===== src/usc_pkg.sv =====
// Package for the sorted unique connection set: sizes, command and status
// codes, controller states and the per-cell control struct. No dependencies.
package usc_pkg;

  localparam int CAPACITY = 64;
  localparam int NET_W    = 16;
  localparam int COMP_W   = 16;
  localparam int TERM_W   = 8;
  localparam int KEY_W    = NET_W + COMP_W + TERM_W;
  localparam int CNT_W    = $clog2(CAPACITY + 1);
  localparam int CMD_W    = 2;
  localparam int STAT_W   = 3;
  localparam int IN_W     = 48;
  localparam int OUT_W    = 48;

  typedef enum logic [CMD_W-1:0] {
    CMD_INSERT = 2'd0,
    CMD_EMIT   = 2'd1,
    CMD_CLEAR  = 2'd2
  } cmd_t;

  typedef enum logic [STAT_W-1:0] {
    STAT_INSERTED  = 3'd0,
    STAT_DUPLICATE = 3'd1,
    STAT_FULL      = 3'd2,
    STAT_EMITTED   = 3'd3,
    STAT_EMPTY     = 3'd4,
    STAT_CLEARED   = 3'd5
  } status_t;

  typedef enum logic [1:0] {
    S_IDLE,
    S_INSERT,
    S_EMIT,
    S_SINGLE
  } state_t;

  // Broadcast to every cell of the chain.
  typedef struct packed {
    logic capture;  // latch compare flags against the incoming key
    logic insert;   // open a slot and shift the upper part up by one
    logic rotate;   // shift down by one, head entry wraps to the tail
  } cell_ctrl_t;

endpackage


===== src/usc_cell.sv =====
// One cell of the sorted key chain: a key register plus compare flags.
// Depends on usc_pkg.
module usc_cell (
  input  logic                       clk,
  input  usc_pkg::cell_ctrl_t        ctrl,
  input  logic [usc_pkg::KEY_W-1:0]  cmp_key,   // key from the input port
  input  logic [usc_pkg::KEY_W-1:0]  new_key,   // latched key to insert
  input  logic [usc_pkg::KEY_W-1:0]  prev_key,
  input  logic [usc_pkg::KEY_W-1:0]  next_key,
  input  logic [usc_pkg::KEY_W-1:0]  first_key,
  input  logic                       prev_gt,
  input  logic                       prev_occ,
  input  logic                       occ,
  input  logic                       next_occ,
  output logic [usc_pkg::KEY_W-1:0]  key,
  output logic                       gt,
  output logic                       eq
);

  logic gt_q;
  logic eq_q;
  logic head;
  logic tail;
  logic take;

  assign gt   = gt_q & occ;
  assign eq   = eq_q & occ;
  assign head = prev_occ & ~occ;       // first free slot
  assign tail = occ & ~next_occ;       // last held entry
  assign take = gt | head;

  always_ff @(posedge clk) begin
    if (ctrl.capture) begin
      gt_q <= (key > cmp_key);
      eq_q <= (key == cmp_key);
    end
    if (ctrl.insert && take) begin
      key <= prev_gt ? prev_key : new_key;
    end else if (ctrl.rotate) begin
      key <= tail ? first_key : next_key;
    end
  end

endmodule


===== config.mk =====
export PLATFORM = sky130hd
export DESIGN_NAME = usc_cell
export DESIGN_NICKNAME = d
export VERILOG_FILES = /design/src/usc_pkg.sv /design/src/usc_cell.sv
export SDC_FILE = /design/constraint.sdc
export NUM_CORES = 1
export LEC_CHECK = 0
export BUFFER_PORTS_ARGS = -buffer_cell sky130_fd_sc_hd__clkbuf_2
export CAP_MARGIN = 15
export CORE_MARGIN = 3
export CORE_UTILIZATION = 34
export CTS_CLUSTER_SIZE = 40
export DETAILED_ROUTE_END_ITERATION = 7
export PLACE_DENSITY_LB_ADDON = 0.12
export SLEW_MARGIN = 10
export SYNTH_ARGS = -nofsm -noshare
export SYNTH_HDL_FRONTEND = slang
export SYNTH_SLANG_ARGS = --single-unit

===== constraint.sdc =====
create_clock -name clk -period 3 [get_ports clk]
set_input_delay 0.15 -clock clk [delete_from_list [all_inputs] [get_ports clk]]
set_output_delay 0.15 -clock clk [all_outputs]
set_load 0.01 [all_outputs]

==> out/metrics.csv <==
metric,value,unit
run_status,"finished, final reports clean",
buffer_ports.inserted,249,
fin_crit_sh,67.4,%
max_cap_violations,0,
number_of_cells_produced_by_synthesis,417,
worstSetupStartpointType,flop,
synth_fp_nets,665,
min-delay-path-class,input port to flop,
hold_start,ctrl[2],
cts_inserted_buffers,5,
top_signal_layer_used,met4,
placementRows,36,
reg2reg_setup_slack,0.98,ns
yosysWarnings,0,
clk-insertion-delay-late,0.28,ns
wire_per_inst,14.4,microns
tightestPinTransition,1.01,ns
drc,0,
timing.final.hold_violations,0,
detail_route.wirelength.met1,4.33,mm
antenna_found_initial,0,
dr.pass1.iters,4,
critical_path.reg2reg.endpoint,gt_q,
final_stage_net_count,899,
fillerInstances,1022,
cts-root-buf,clkbuf_8,
path_class,flop to flop,
fp.coreArea,0.00995,sq mm
floorplan.initialDensity,35.7,%
timing.final.ws_setup,0.977,ns
post_cts_hold_buffer_count,0,
detail_route.wirelength,11.3,mm
finalWeightedCongestion,0.772,
post_synth_main_area_contributors,"edfxtp_1, ha_1, nand2_1, a211oi_1, nor2b_1",
dr_wl_met3,987,microns
drt_first_iter_violations,128,
leakage,0.00253,uW
synth_enable_flop_cells,42,
synth.lib_cells_used.distinct,31,
maxSlewHeadroom,32.6,%
synth.ff_latch_count,42,
critPathCaptureType,flop,
timing.final.crit_period,2.02,ns
final-setup-viol-count,0,
grt_usage,18.4,%
timing.hold.worst_endpoint,eq_q,
clock_path_buffers,2,
route.detailed.vias_per_inst,4.94,
yosysTopAreaCell,edfxtp_1,
synthesis.area,0.00355,sq mm
fin_area,0.00498,sq mm
cts_tree,built,
postRouteAntennaNets,0,
preCtsSetupSlack,0.958,ns
drv_slew,0,
vias_in_the_first_global_route,3801,
die_w,108,microns
dieArea,0.0117,sq mm
clock_skew,0.00502,ns
critPathRequiredTime,3.03,ns
finish.cell_count_without_fillers,783,
r2r.worst_path.cells,6,
via_count,3867,
mean_syn_cell_area,8.51,sq um
crit_arrival,2.06,ns
ys_async_sr_fraction,0,%
netlist.area_leader.share,35.5,%
dr_wl_met2,5.82,mm
layout_cell_share_with_drive_strength_beyond_1,41.2,%
vdd.ir_drop.worst,0.000165,V
wire_length_of_the_first_global_routing_pass,17.4,mm
timing.rr.start,key[22],
cts.clk_slew.worst_paths,0.08,ns
hpwl,9.17,mm
placed_cells_incl_taps,777,
synth_sequential_area_ratio,35.5,%
max_freq,494,MHz
cts.sinks,42,
setup-tns-final,0,ns
holdPathStages,1,
global_route_total_overflow,0,
cts.htree.levels,2,
grt_start_max_net_pins,81,
unrepaired_setup_endpoints_after_global_routing,no,
timing.critical_path.fanout_max,3,
num_io_pins,250,
area.growth.synth_to_final,40.4,%
power_per_cell_area,348,mW/mm^2
chipHeight,108,microns
post-cts-setup-buffer-count,0,
cts-resized-gates,0,
final_core_utilization,50.1,%
antenna_cells_inserted,0,
synth_flop_cell,edfxtp_1,
placedInstanceArea,0.00491,sq mm
-- critical path, stage by stage (launching register included) --
cell,delay [ns]
edfxtp_1,0.41
ha_1,0.34
nand4_1,0.17
nor4_2,0.39
nand3_2,0.16
nor3_2,0.25
a21oi_2,0.05
-- Yosys cell counts, types with 3 or more instances --
| library cell | count |
|---|---|
| a31oi_1 | 40 |
| ha_1 | 40 |
| nand2_1 | 93 |
| a21oi_1 | 18 |
| clkbuf_1 | 14 |
| o21ai_0 | 4 |
| nand3_1 | 4 |
| buf_2 | 7 |
| edfxtp_1 | 42 |
| nand4_1 | 6 |
| nor2b_1 | 43 |
| a211oi_1 | 41 |
| inv_1 | 41 |
| buf_1 | 3 |
-- power by group --
| part | switching (uW) | leakage [uW] | total, uW | internal (uW) |
|---|---|---|---|---|
| Clock | 180 | 0.0000375 | 333 | 152 |
| Sequential | 37.6 | 0.000419 | 776 | 739 |
| Combinational | 332 | 0.00207 | 627 | 295 |
| Total | 550 | 0.00253 | 1740 | 1190 |
-- cell usage in the layout, fill, tap and decap left out, types with 6 or more instances in the layout --
cell type / instances
ha_1: 40
edfxtp_1: 42
a211oi_1: 41
clkbuf_2: 249
nand4_1: 6
a21oi_1: 18
a31oi_1: 40
nor2b_1: 42
nand2_1: 93
inv_1: 41
-- cells by family (layout without fill, tap and decap cells) --
group / after synthesis / in the layout / share of synthesized area (%)
AO/OA/AOI/OAI: 111 / 111 / 20.8
AND/OR/NAND/NOR: 159 / 159 / 22.4
adder cells (fa/ha/maj): 40 / 40 / 14.1
buffers and inverters: 65 / 298 / 7.12
flip-flops: 42 / 42 / 35.5
-- area by class of cell --
| type | instances | area, sq um | share of cell area (%) |
|---|---|---|---|
| multi-input cells | 310 | 2060 | 41.3 |
| inverters | 41 | 154 | 3.09 |
| well taps | 133 | 166 | 3.34 |
| clock buffers | 5 | 68.8 | 1.38 |
| clock inverters | 1 | 3.75 | 0.0753 |
| repair buffers | 251 | 1270 | 25.6 |
| flip-flops and latches | 42 | 1260 | 25.3 |
-- how the worst max path moves through the flow --
| stage | to | startpoint | slack, ns | cells after the start |
|---|---|---|---|---|
| after floorplan | key[0] | gt_q | 0.74 | 4 |
| after global placement | gt_q | key[39] | 0.99 | 6 |
| after detailed placement | gt_q | key[39] | 0.96 | 6 |
| after CTS | gt_q | key[39] | 0.96 | 6 |
| after global routing | gt_q | key[22] | 0.83 | 6 |
| final | gt_q | key[22] | 0.98 | 6 |
-- stage by stage --
| step | hold WS (ns) | total power [uW] |
|---|---|---|
| detailed placement | 0.405 | 1430 |
| CTS | 0.100 | 1770 |
| finish | 0.121 | 1740 |
| global placement | 0.398 | 1410 |
| floorplan | 0.262 | 1130 |
| global route | 0.0941 | 1870 |
-- routing by layer --
metal / track usage [%] / vias to the layer above
li1: - / 1972
met3: 5.19 / 10
met4: 4.33 / 0
met5: 0 / -
met1: 20.2 / 1730
met2: 34.9 / 155
-- state kept, by name, indices dropped and copies added (netlist names) --
register,count
key,40
gt_q,1
eq_q,1
(Power assumes the default switching activity.)
